### config.mk
export PLATFORM = sky130hd
export DESIGN_NAME = byte_stream_segmenter_flat
export DESIGN_NICKNAME = d
export VERILOG_FILES = /design/src/rtl/bss_pkg.sv /design/src/rtl/bss_in_if.sv /design/src/rtl/bss_out_if.sv /design/src/rtl/bss_window.sv /design/src/rtl/byte_stream_segmenter.sv /design/src/flat_wrapper.sv
export SDC_FILE = /design/constraint.sdc
export NUM_CORES = 1
export LEC_CHECK = 0
export BUFFER_PORTS_ARGS = -buffer_cell sky130_fd_sc_hd__buf_4
export CORE_UTILIZATION = 58
export DETAILED_ROUTE_END_ITERATION = 16
export GPL_TIMING_DRIVEN = 0
export PLACE_DENSITY = 0.77
export REMOVE_ABC_BUFFERS = 1
export SETUP_SLACK_MARGIN = 0.02
export SLEW_MARGIN = 5
export SYNTH_ARGS = -nofsm -noshare
export SYNTH_HDL_FRONTEND = slang
export SYNTH_SLANG_ARGS = --single-unit
### constraint.sdc
create_clock -name clk -period 10 [get_ports clk]
set_input_delay 2 -clock clk [delete_from_list [all_inputs] [get_ports clk]]
set_output_delay 2 -clock clk [all_outputs]
set_load 0.005 [all_outputs]
### src/rtl/bss_pkg.sv
// ----------------------------------------------------------------------------
// bss_pkg
// Shared types, codes and constants of the byte stream segmenter.
// ----------------------------------------------------------------------------
package bss_pkg;

    localparam int unsigned CFG_INDEX_W = 8;
    localparam int unsigned CFG_DATA_W  = 64;

    localparam logic [CFG_INDEX_W-1:0] REG_SPLIT_MODE        = 8'd0;
    localparam logic [CFG_INDEX_W-1:0] REG_SEGMENT_SIZE      = 8'd1;
    localparam logic [CFG_INDEX_W-1:0] REG_DELIMITER_LENGTH  = 8'd2;
    localparam logic [CFG_INDEX_W-1:0] REG_DELIMITER_PATTERN = 8'd3;

    localparam logic [7:0]  NEWLINE_BYTE = 8'h0A;
    localparam logic [31:0] COUNT_MAX    = 32'hFFFF_FFFF;

    typedef enum logic [1:0] {
        SPLIT_ON_BYTE      = 2'd0,
        SPLIT_ON_NEWLINE   = 2'd1,
        SPLIT_ON_DELIMITER = 2'd2
    } split_mode_t;

    typedef struct packed {
        logic push;
        logic clear;
    } win_ctrl_t;

    function automatic logic [31:0] sat_inc(logic [31:0] v);
        return (v == COUNT_MAX) ? v : v + 32'd1;
    endfunction

endpackage

### src/rtl/bss_in_if.sv
// ----------------------------------------------------------------------------
// bss_in_if
// Input byte channel with valid/ready handshake.
// ----------------------------------------------------------------------------
interface bss_in_if;
    logic       valid;
    logic       ready;
    logic [7:0] in_byte;

    modport source (output valid, output in_byte, input ready);
    modport sink   (input valid, input in_byte, output ready);
endinterface

### src/rtl/bss_out_if.sv
// ----------------------------------------------------------------------------
// bss_out_if
// Output channel carrying one byte with its segment index and flags.
// ----------------------------------------------------------------------------
interface bss_out_if;
    logic        valid;
    logic        ready;
    logic [7:0]  out_byte;
    logic [31:0] segment_index;
    logic        segment_first;
    logic        segment_last;

    modport source (output valid, output out_byte, output segment_index,
                    output segment_first, output segment_last, input ready);
    modport sink   (input valid, input out_byte, input segment_index,
                    input segment_first, input segment_last, output ready);
endinterface

### src/rtl/bss_window.sv
// ----------------------------------------------------------------------------
// bss_window
// Sliding byte window with fill count and parallel delimiter compare.
// ----------------------------------------------------------------------------
module bss_window #(
    parameter int unsigned MAX_DELIMITER_BYTES = 8
) (
    input  logic                 clk,
    input  logic                 rst_n,
    input  bss_pkg::win_ctrl_t   ctrl,
    input  logic [7:0]           in_byte,
    input  logic [3:0]           delimiter_length,
    input  logic [63:0]          delimiter_pattern,
    output logic                 match
);
    localparam int unsigned FILL_W = $clog2(MAX_DELIMITER_BYTES + 1);

    logic [7:0]        win_reg  [MAX_DELIMITER_BYTES];
    logic [7:0]        win_next [MAX_DELIMITER_BYTES];
    logic [FILL_W-1:0] fill_reg;
    logic [FILL_W-1:0] fill_next;
    logic [3:0]        eff_len;
    logic [MAX_DELIMITER_BYTES:1] len_eq;
    logic              sel_eq;

    always_comb
    begin
        win_next[0] = in_byte;
        for (int k = 1; k < MAX_DELIMITER_BYTES; k++)
        begin
            win_next[k] = win_reg[k-1];
        end
        if (fill_reg < FILL_W'(MAX_DELIMITER_BYTES))
        begin
            fill_next = fill_reg + FILL_W'(1);
        end
        else
        begin
            fill_next = fill_reg;
        end
    end

    always_comb
    begin
        for (int l = 1; l <= MAX_DELIMITER_BYTES; l++)
        begin
            len_eq[l] = 1'b1;
            for (int k = 0; k < l; k++)
            begin
                if (win_next[l-1-k] != delimiter_pattern[8*k +: 8])
                begin
                    len_eq[l] = 1'b0;
                end
            end
        end
    end

    always_comb
    begin
        if (delimiter_length > 4'(MAX_DELIMITER_BYTES))
        begin
            eff_len = 4'(MAX_DELIMITER_BYTES);
        end
        else
        begin
            eff_len = delimiter_length;
        end
        sel_eq = 1'b0;
        for (int l = 1; l <= MAX_DELIMITER_BYTES; l++)
        begin
            if (eff_len == 4'(l))
            begin
                sel_eq = len_eq[l];
            end
        end
        match = (eff_len != 4'd0) && (4'(fill_next) >= eff_len) && sel_eq;
    end

    always_ff @(posedge clk or negedge rst_n)
    begin
        if (!rst_n)
        begin
            fill_reg <= '0;
            for (int k = 0; k < MAX_DELIMITER_BYTES; k++)
            begin
                win_reg[k] <= 8'd0;
            end
        end
        else if (ctrl.clear)
        begin
            fill_reg <= '0;
            for (int k = 0; k < MAX_DELIMITER_BYTES; k++)
            begin
                win_reg[k] <= 8'd0;
            end
        end
        else if (ctrl.push)
        begin
            fill_reg <= fill_next;
            for (int k = 0; k < MAX_DELIMITER_BYTES; k++)
            begin
                win_reg[k] <= win_next[k];
            end
        end
    end

endmodule

### src/rtl/byte_stream_segmenter.sv
// ----------------------------------------------------------------------------
// byte_stream_segmenter
// Passes bytes through and tags each with its segment index and boundary
// flags; segments close on a byte, newline or delimiter count.
// ----------------------------------------------------------------------------
//  channel    | dir | payload                                      | handshake
//  in_stream  | in  | in_byte                                      | valid/ready
//  out_stream | out | out_byte, segment_index, segment_first/last  | valid/ready
//  cfg        | in  | cfg_index, cfg_data                          | cfg_we
//
//  One word per cycle unless the output stalls: a byte is accepted, counted
//  and matched in the same cycle and its result is held in the output register.
//  Output valid rises in the cycle after input acceptance.
//  The input stays ready while the output register is empty or being taken.
//  Reset clears the window, the counters and loads register defaults.
// ----------------------------------------------------------------------------
module byte_stream_segmenter #(
    parameter int unsigned MAX_DELIMITER_BYTES = 8
) (
    input  logic                                clk,
    input  logic                                rst_n,
    bss_in_if.sink                              in_stream,
    bss_out_if.source                           out_stream,
    input  logic                                cfg_we,
    input  logic [bss_pkg::CFG_INDEX_W-1:0]     cfg_index,
    input  logic [bss_pkg::CFG_DATA_W-1:0]      cfg_data
);
    bss_pkg::split_mode_t split_mode_reg;
    logic [31:0]          segment_size_reg;
    logic [3:0]           delimiter_length_reg;
    logic [63:0]          delimiter_pattern_reg;

    logic        open_reg;
    logic [31:0] unit_count_reg;
    logic [31:0] counter_reg;

    logic        out_valid_reg;
    logic [7:0]  out_byte_reg;
    logic [31:0] out_index_reg;
    logic        out_first_reg;
    logic        out_last_reg;

    logic               in_fire;
    logic               first;
    logic               unit;
    logic               last;
    logic               match;
    logic [31:0]        counter_next;
    logic [31:0]        index;
    logic [31:0]        count_base;
    logic [31:0]        count_new;
    bss_pkg::win_ctrl_t win_ctrl;

    assign in_stream.ready = !out_valid_reg || out_stream.ready;
    assign in_fire         = in_stream.valid && in_stream.ready;

    assign out_stream.valid         = out_valid_reg;
    assign out_stream.out_byte      = out_byte_reg;
    assign out_stream.segment_index = out_index_reg;
    assign out_stream.segment_first = out_first_reg;
    assign out_stream.segment_last  = out_last_reg;

    bss_window #(
        .MAX_DELIMITER_BYTES (MAX_DELIMITER_BYTES)
    ) u_window (
        .clk               (clk),
        .rst_n             (rst_n),
        .ctrl              (win_ctrl),
        .in_byte           (in_stream.in_byte),
        .delimiter_length  (delimiter_length_reg),
        .delimiter_pattern (delimiter_pattern_reg),
        .match             (match)
    );

    always_comb
    begin
        first = !open_reg;
        counter_next = first ? bss_pkg::sat_inc(counter_reg) : counter_reg;
        if (first)
        begin
            index = counter_reg;
        end
        else if (counter_reg == bss_pkg::COUNT_MAX)
        begin
            index = bss_pkg::COUNT_MAX;
        end
        else if (counter_reg == 32'd0)
        begin
            index = 32'd0;
        end
        else
        begin
            index = counter_reg - 32'd1;
        end

        case (split_mode_reg)
            bss_pkg::SPLIT_ON_BYTE:      unit = 1'b1;
            bss_pkg::SPLIT_ON_NEWLINE:   unit = (in_stream.in_byte == bss_pkg::NEWLINE_BYTE);
            bss_pkg::SPLIT_ON_DELIMITER: unit = match;
            default:                     unit = 1'b0;
        endcase

        count_base = first ? 32'd0 : unit_count_reg;
        count_new  = unit ? bss_pkg::sat_inc(count_base) : count_base;
        last       = (count_new >= segment_size_reg);

        win_ctrl.push  = in_fire && (split_mode_reg == bss_pkg::SPLIT_ON_DELIMITER);
        win_ctrl.clear = in_fire && last;
    end

    always_ff @(posedge clk or negedge rst_n)
    begin
        if (!rst_n)
        begin
            split_mode_reg        <= bss_pkg::SPLIT_ON_BYTE;
            segment_size_reg      <= 32'd1;
            delimiter_length_reg  <= 4'd1;
            delimiter_pattern_reg <= 64'h0A;
        end
        else if (cfg_we)
        begin
            case (cfg_index)
                bss_pkg::REG_SPLIT_MODE:
                    split_mode_reg <= bss_pkg::split_mode_t'(cfg_data[1:0]);
                bss_pkg::REG_SEGMENT_SIZE:
                    segment_size_reg <= cfg_data[31:0];
                bss_pkg::REG_DELIMITER_LENGTH:
                    delimiter_length_reg <= cfg_data[3:0];
                bss_pkg::REG_DELIMITER_PATTERN:
                    delimiter_pattern_reg <= cfg_data;
                default:
                begin
                end
            endcase
        end
    end

    always_ff @(posedge clk or negedge rst_n)
    begin
        if (!rst_n)
        begin
            open_reg       <= 1'b0;
            unit_count_reg <= 32'd0;
            counter_reg    <= 32'd0;
            out_valid_reg  <= 1'b0;
        end
        else
        begin
            if (in_fire)
            begin
                open_reg       <= !last;
                unit_count_reg <= last ? 32'd0 : count_new;
                counter_reg    <= counter_next;
                out_valid_reg  <= 1'b1;
            end
            else if (out_stream.ready)
            begin
                out_valid_reg <= 1'b0;
            end
        end
    end

    always_ff @(posedge clk)
    begin
        if (in_fire)
        begin
            out_byte_reg  <= in_stream.in_byte;
            out_index_reg <= index;
            out_first_reg <= first;
            out_last_reg  <= last;
        end
    end

    a_first_flag: assert property (@(posedge clk) disable iff (!rst_n)
        in_fire && !open_reg |=> out_valid_reg && out_first_reg)
        else $error("Segment opened without first flag.");

    a_close: assert property (@(posedge clk) disable iff (!rst_n)
        in_fire && last |=> !open_reg && (unit_count_reg == 32'd0) && out_last_reg)
        else $error("Segment did not close after last word.");

    a_open_counted: assert property (@(posedge clk) disable iff (!rst_n)
        open_reg |-> (counter_reg != 32'd0))
        else $error("Open segment with zero segment counter.");

    a_drain: assert property (@(posedge clk) disable iff (!rst_n)
        !in_fire && out_stream.ready |=> !out_valid_reg)
        else $error("Output word not released after being taken.");

endmodule

### src/flat_wrapper.sv
// flat-port wrapper written by rule: the top's interface ports become plain ports
module byte_stream_segmenter_flat 
#(
    parameter int unsigned MAX_DELIMITER_BYTES = 8
)
  (clk, rst_n, cfg_we, cfg_index, cfg_data, in_stream_valid, in_stream_in_byte, in_stream_ready, out_stream_valid, out_stream_out_byte, out_stream_segment_index, out_stream_segment_first, out_stream_segment_last, out_stream_ready);
  bss_in_if in_stream_i ();
  bss_out_if out_stream_i ();
  input  logic clk;
  input  logic rst_n;
  input  logic cfg_we;
  input  logic [bss_pkg::CFG_INDEX_W-1:0] cfg_index;
  input  logic [bss_pkg::CFG_DATA_W-1:0] cfg_data;
  input wire logic [$bits(in_stream_i.valid)-1:0] in_stream_valid;
  input wire logic [$bits(in_stream_i.in_byte)-1:0] in_stream_in_byte;
  output wire logic [$bits(in_stream_i.ready)-1:0] in_stream_ready;
  output wire logic [$bits(out_stream_i.valid)-1:0] out_stream_valid;
  output wire logic [$bits(out_stream_i.out_byte)-1:0] out_stream_out_byte;
  output wire logic [$bits(out_stream_i.segment_index)-1:0] out_stream_segment_index;
  output wire logic [$bits(out_stream_i.segment_first)-1:0] out_stream_segment_first;
  output wire logic [$bits(out_stream_i.segment_last)-1:0] out_stream_segment_last;
  input wire logic [$bits(out_stream_i.ready)-1:0] out_stream_ready;
  assign in_stream_i.valid = in_stream_valid;
  assign in_stream_i.in_byte = in_stream_in_byte;
  assign in_stream_ready = in_stream_i.ready;
  assign out_stream_valid = out_stream_i.valid;
  assign out_stream_out_byte = out_stream_i.out_byte;
  assign out_stream_segment_index = out_stream_i.segment_index;
  assign out_stream_segment_first = out_stream_i.segment_first;
  assign out_stream_segment_last = out_stream_i.segment_last;
  assign out_stream_i.ready = out_stream_ready;
  byte_stream_segmenter #(.MAX_DELIMITER_BYTES(MAX_DELIMITER_BYTES)) u_core (.clk(clk), .rst_n(rst_n), .in_stream(in_stream_i), .out_stream(out_stream_i), .cfg_we(cfg_we), .cfg_index(cfg_index), .cfg_data(cfg_data));
endmodule
# Word level (Yosys, flattened, before mapping)
# Cells that the tools add are included.
# word_totals
output_inout_bits,44
register_bits,270
in_bits,85
wordCells,162
# classes
mux,60
bitwise_logic,2
reduce_logical,20
magnitude_cmp,4
eq_ne,52
add_sub_neg,4
# op_table
op,n
8-bit inequality test,36
32-bit 2-to-1 mux,7
64-bit 2-to-1 mux,2
32-bit by 1-bit adder with 32-bit output (second input constant),2
32-bit == test (second input constant),2
1-bit 2-to-1 mux,46
32-bit greater-or-equal comparator,1
32-bit logical NOT,1
32-bit by 1-bit subtractor with 32-bit output (second input constant),1
4-bit by 3-bit == test with 1-bit output (second input constant),4
8-bit by 2-bit == test with 1-bit output (second input constant),2
4-bit 2-to-1 mux,4
4-bit by 2-bit == test with 1-bit output (second input constant),2
8-bit by 1-bit == test with 1-bit output (second input constant),1
8-bit by 4-bit == test with 1-bit output (second input constant),1
8-bit logical NOT,1
2-bit AND reduction,4
1-bit logical AND,5
4-bit by 1-bit adder with 4-bit output (second input constant),1
4-bit by 1-bit == test with 1-bit output (second input constant),1
4-bit == test (second input constant),1
4-bit greater-or-equal comparator,1
4-bit greater-than comparator (second input constant),1
4-bit less-than comparator (second input constant),1
other kinds (10),14

# Logic depth before layout (Yosys ltp)
# depth
depth_word,17
mapped_depth,28
ltp_nobuf,23

# Cells and area by module
# From an unflattened synthesis, not the netlist that was laid out.
# unflattened
cells_unflattened,1685
hier_area_um2,17011.3
# by_module_without_submodules
mod,n_inst,seq_area_each_um2,area_each_um2,cells_each
byte_stream_segmenter,1,5470.2,10764.1,992
bss_window,1,1501.4,6247.2,693

# Worst setup path before layout
# Ideal clock, no wire load.
# synth_timing
kind,input-to-reg
start,in in_stream_in_byte[1]
end,reg u_core.unit_count_reg[6]
required_ps,9913
slack_ps,3191
setup_time_ps,87
stages,21
path_buffers,3
arrival_time_ps,6722
path_cell_list,clkbuf_1 -> xor2_1 -> nor4_1 -> nand4_1 -> o41ai_1 -> nand3_1 -> a222oi_1 -> nand3_1 -> buf_2 -> buf_2 -> xor2_1 -> ha_1 -> nand2b_1 -> a2111oi_0 -> or3_1 -> a2111oi_0 -> o311a_1 -> nor4_1 -> nand2_1 -> or4_1 -> o211ai_1
# synth_via
elab_chain_cells,15
elab_cells_between_ends,30
cone_classes,1 x order compare; 9 x eq/ne; 19 x mux; 1 x reduce/logical
# synth_lines
element,line,source
start: declaration,flat_wrapper.sv:15,input wire logic [$bits(in_stream_i.in_byte)-1:0] in_stream_in_byte;
8-bit inequality test,bss_window.sv:50,if (win_next[l-1-k] != delimiter_pattern[8*k +: 8])
1-bit 2-to-1 mux,bss_window.sv:50,
1-bit 2-to-1 mux (8 in series),bss_window.sv:71,if (eff_len == 4'(l))
1-bit logical AND,bss_window.sv:76,match = (eff_len != 4'd0) && (4'(fill_next) >= eff_len) && sel_eq;
1-bit case mux with 3 select lines (*),byte_stream_segmenter.sv:96,case (split_mode_reg)
32-bit 2-to-1 mux (*),byte_stream_segmenter.sv:104,count_new = unit ? bss_pkg::sat_inc(count_base) : count_base;
32-bit greater-or-equal comparator,byte_stream_segmenter.sv:105,last = (count_new >= segment_size_reg);
32-bit 2-to-1 mux (*),byte_stream_segmenter.sv:152,unit_count_reg <= last ? 32'd0 : count_new;
end signal: assignment,byte_stream_segmenter.sv:152,
end: declaration,byte_stream_segmenter.sv:34,logic [31:0] unit_count_reg;
# Mark *: on every way between the ends. The rest lies on a longest branch, timed or not.
# A chain may end at the register's enable or synchronous reset.

# Worst setup path in the final report
# layout_timing
start,in in_stream_in_byte[5]
end,reg u_core.unit_count_reg[29]
# Same word-level chain as after synthesis.

==> impl_metrics.py <==
metrics = {
    "sta": {
        "finalClockSkew_ps": 24.7,
        "slew_headroom": 0.164,
        "fin_crit_sh": 0.957,
        "setup_viol": 0,
        "rsz0062_at_grt": "no",
        "worst_hold_slack_ps": 508,
        "setup_ws_ps": 433,
        "finalMaxSlewViolations": 0,
        "finalHoldViolations": 0,
        "min_period_ps": 9570,
        "fmax_mhz": 105,
        "worst_pin_slew_ps": 1250,
    },
    "power_and_ir_drop": {
        "cellLeakagePower_nw": 8.77,
        "ir_drop_uv": 164,
        "seqPwrFrac": 0.415,
        "p_clk_frac": 0.312,
        "powerDensity_nw_per_um2": 188,
        "p_int_mw": 2.34,
        "p_switching_mw": 1.28,
        "swShare": 0.354,
        "pwr-share-comb": 0.273,
    },
    "job": {
        "maxCapViolations": 0,
    },
    "floorplanning": {
        "rows": 62,
        "initial_core_util": 0.595,
        "io_pins": 129,
        "die_w_um": 175,
        "die_h_um": 175,
        "die_area_um2": 30500,
        "core_area_um2": 29000,
    },
    "synthesis": {
        "synth_compound_gate_area_share": 0.0881,
        "netlist_area_um2": 17300,
        "synth_xor_area_frac": 0.178,
        "synth-seq-cells": 270,
        "synthMuxAreaShare": 0.0695,
        "async_reset_ff_frac": 0.844,
        "ys_types": 74,
        "synth.avg_cell_area_um2": 9.35,
        "postSynthCellCount": 1848,
        "synth_seq_area_share": 0.404,
        "ys.flop_type": "dfrtp_1",
        "synth_top_family_by_area": "XOR/XNOR gates",
        "synth_fa_ha_area_frac": 0.0282,
        "synth_edf_count": 42,
        "yosys_warnings": 0,
        "synthSimpleGateAreaFrac": 0.175,
    },
    "worst_setup_path": {
        "r2r-end": "u_core.unit_count_reg[29]$_DFFE_PN0P_",
        "crit_path_top_delay_cell": "nor4_1",
        "end_kind": "register",
        "worstPathArrival_ps": 10080,
        "setup.worst_path.end": "u_core.unit_count_reg[29]$_DFFE_PN0P_",
        "r2r_start": "u_core.open_reg$_DFFE_PN0P_",
        "r2r_slack_ps": 1290,
        "worstSetupPathType": "input pin to register",
        "max_stage_delay_ps": 740,
        "setup.worst_path.start": "in_stream_in_byte[5]",
        "crit_required_ps": 10510,
        "r2r_cells": 21,
        "path_cells": "buf_4 -> xor2_1 -> nor4_1 -> nand4_1 -> o41ai_1 -> nand3_1 -> a222oi_1 -> buf_2 -> nand3_2 -> nor2_1 -> xnor2_1 -> ha_1 -> a21o_1 -> a2111oi_0 -> a2111oi_0 -> o311a_1 -> nor3_2 -> inv_1 -> nor2_1 -> a41oi_1 -> a31oi_1",
        "critPathMaxFanout": 41,
        "critPathLaunchType": "input pin",
    },
    "placed_design": {
        "dpl.hpwl_um": 37000,
        "pre_cts_slack_ps": 40.4,
        "post-place-cells": 2199,
        "gp_congestion": 0.987,
        "port_buffers": 128,
    },
    "clock_tree": {
        "root_buffer": "clkbuf_16",
        "cts_buffers": 30,
        "postCtsHoldBufs": 0,
        "htreeDepth": 1,
        "clk_pin_slew_worst_paths_ps": 60,
        "clock_latency_ps": 590,
        "cts_tree": "done",
        "postCtsSetupRepairBufs": 0,
        "cts_resized": 0,
        "clk_path_buf_depth": 3,
        "clock_sinks": 270,
    },
    "layout": {
        "final_nets": 1971,
        "stdcell_count": 2255,
        "antenna_cells": 0,
        "largest_register_ffs": 64,
        "layout-drive-gt1-share": 0.174,
        "syn_to_final_growth_pct": 11.4,
    },
    "grt": {
        "grt_start_max_net_pins": 96,
        "use_met3": 0.0324,
        "use_met2": 0.596,
        "grt_usage": 0.342,
        "met1_usage": 0.446,
        "antenna_found_initial": 0,
        "grt_pass1_wl_um": 80100,
        "gr-total-overflow": 0,
        "first_global_vias": 13600,
        "grt-busiest-layer": "met2",
    },
    "route": {
        "drt_wl_total_um": 51900,
        "vias": 13800,
        "ant_nets": 0,
        "wl_per_cell_um": 23.0,
        "first_pass_iters": 6,
        "via_per_inst": 6.13,
        "drc": 0,
        "drtIter0Drc": 1378,
    },
    "outcome": {
        "outcome": "finished clean",
    },
    "min_path": {
        "min_path_type": "register to register",
    },
}
-- cells in the mapped netlist (30+ instances only) --
master / number / area share
xor2_1: 205 / 0.10
nand3_1: 57 / 0.017
or3_1: 30 / 0.011
edfxtp_1: 42 / 0.073
nor2_1: 80 / 0.017
a21oi_1: 110 / 0.032
nor4_1: 61 / 0.022
buf_2: 42 / 0.012
nand4_1: 55 / 0.020
nand2_1: 225 / 0.049
clkbuf_1: 111 / 0.024
nor3_1: 34 / 0.0099
mux2_2: 103 / 0.067
ha_1: 39 / 0.028
inv_1: 54 / 0.012
dfrtp_1: 224 / 0.32
xnor2_1: 146 / 0.074
-- logic make-up after synthesis --
kind of cell               Yosys count
DFF                                270
and+or+nand+nor                    608
muxes                              107
buffers and inverters              232
xor gates and xnor gates           351
adders and majority gates           39
AOI/OAI and AO/OA                  241
-- critical path: cells and delay by family --
family / cells / cell delay, ps
compound gates: 8 / 3040
buf+inv: 3 / 980
xor+xnor: 2 / 320
simple gates: 7 / 3440
fa+ha+maj: 1 / 260
-- cell usage in the layout, fill, tap and decap left out, drive strengths merged, types with 56 or more instances in the layout --
cell type / count
mux2: 103
a21oi: 110
nor4: 61
buf: 145
xnor2: 146
nand4: 56
nor2: 80
xor2: 205
nand2: 225
dfrtp: 224
nand3: 57
-- per-stage QoR --
| step | instance area (um^2) | TNS [ps] | util | total power [mW] |
|---|---|---|---|---|
| 2_1_floorplan | 16500 | 0 | - | 2.06 |
| 3_3_place_gp | 17900 | -282310 | 0.618 | 2.45 |
| 3_5_place_dp | 18200 | 0 | 0.628 | 2.49 |
| 4_1_cts | 19200 | 0 | 0.663 | 3.63 |
| 5_1_grt | 19200 | 0 | 0.663 | 3.78 |
| 6_report | 19200 | 0 | 0.663 | 3.62 |
-- power by group through the flow --
stage | registers, mW | clock network [mW] | logic, mW
2_1_floorplan | 1.44 | 0 | 0.621
3_3_place_gp | 1.53 | 0 | 0.916
3_5_place_dp | 1.52 | 0 | 0.977
4_1_cts | 1.50 | 1.14 | 0.987
5_1_grt | 1.51 | 1.18 | 1.08
6_report | 1.50 | 1.13 | 0.989
-- metal layers --
metal	share of wire	routed length [um]
met1	0.42	21700
met2	0.50	25800
met3	0.051	2660
met4	0.035	1820
met5	0	0
-- how the worst min path moves through the flow --
stage | cells after the start | slack (ps) | to | start
after floorplan | 1 | 480 | u_core.unit_count_reg[29]$_DFFE_PN0P_ | u_core.unit_count_reg[29]$_DFFE_PN0P_
after global placement | 1 | 490 | u_core.segment_size_reg[7]$_DFFE_PN0P_ | u_core.segment_size_reg[7]$_DFFE_PN0P_
after detailed placement | 1 | 500 | u_core.segment_size_reg[2]$_DFFE_PN0P_ | u_core.segment_size_reg[2]$_DFFE_PN0P_
after CTS | 1 | 510 | u_core.segment_size_reg[25]$_DFFE_PN0P_ | u_core.segment_size_reg[25]$_DFFE_PN0P_
after global routing | 1 | 520 | u_core.segment_size_reg[15]$_DFFE_PN0P_ | u_core.segment_size_reg[15]$_DFFE_PN0P_
final | 1 | 510 | u_core.segment_size_reg[25]$_DFFE_PN0P_ | u_core.segment_size_reg[25]$_DFFE_PN0P_
-- cell type report --
cell class                 instances  area [um^2]
inverter                          54          203
timing repair buffer             145         1220
clock buffer                      41          832
sequential                       270         6970
fill                            2331         9770
tap                              384          480
clock inverter                    15          181
multi-input combinational       1346         9350
Power figures use the tool's default switching activity.
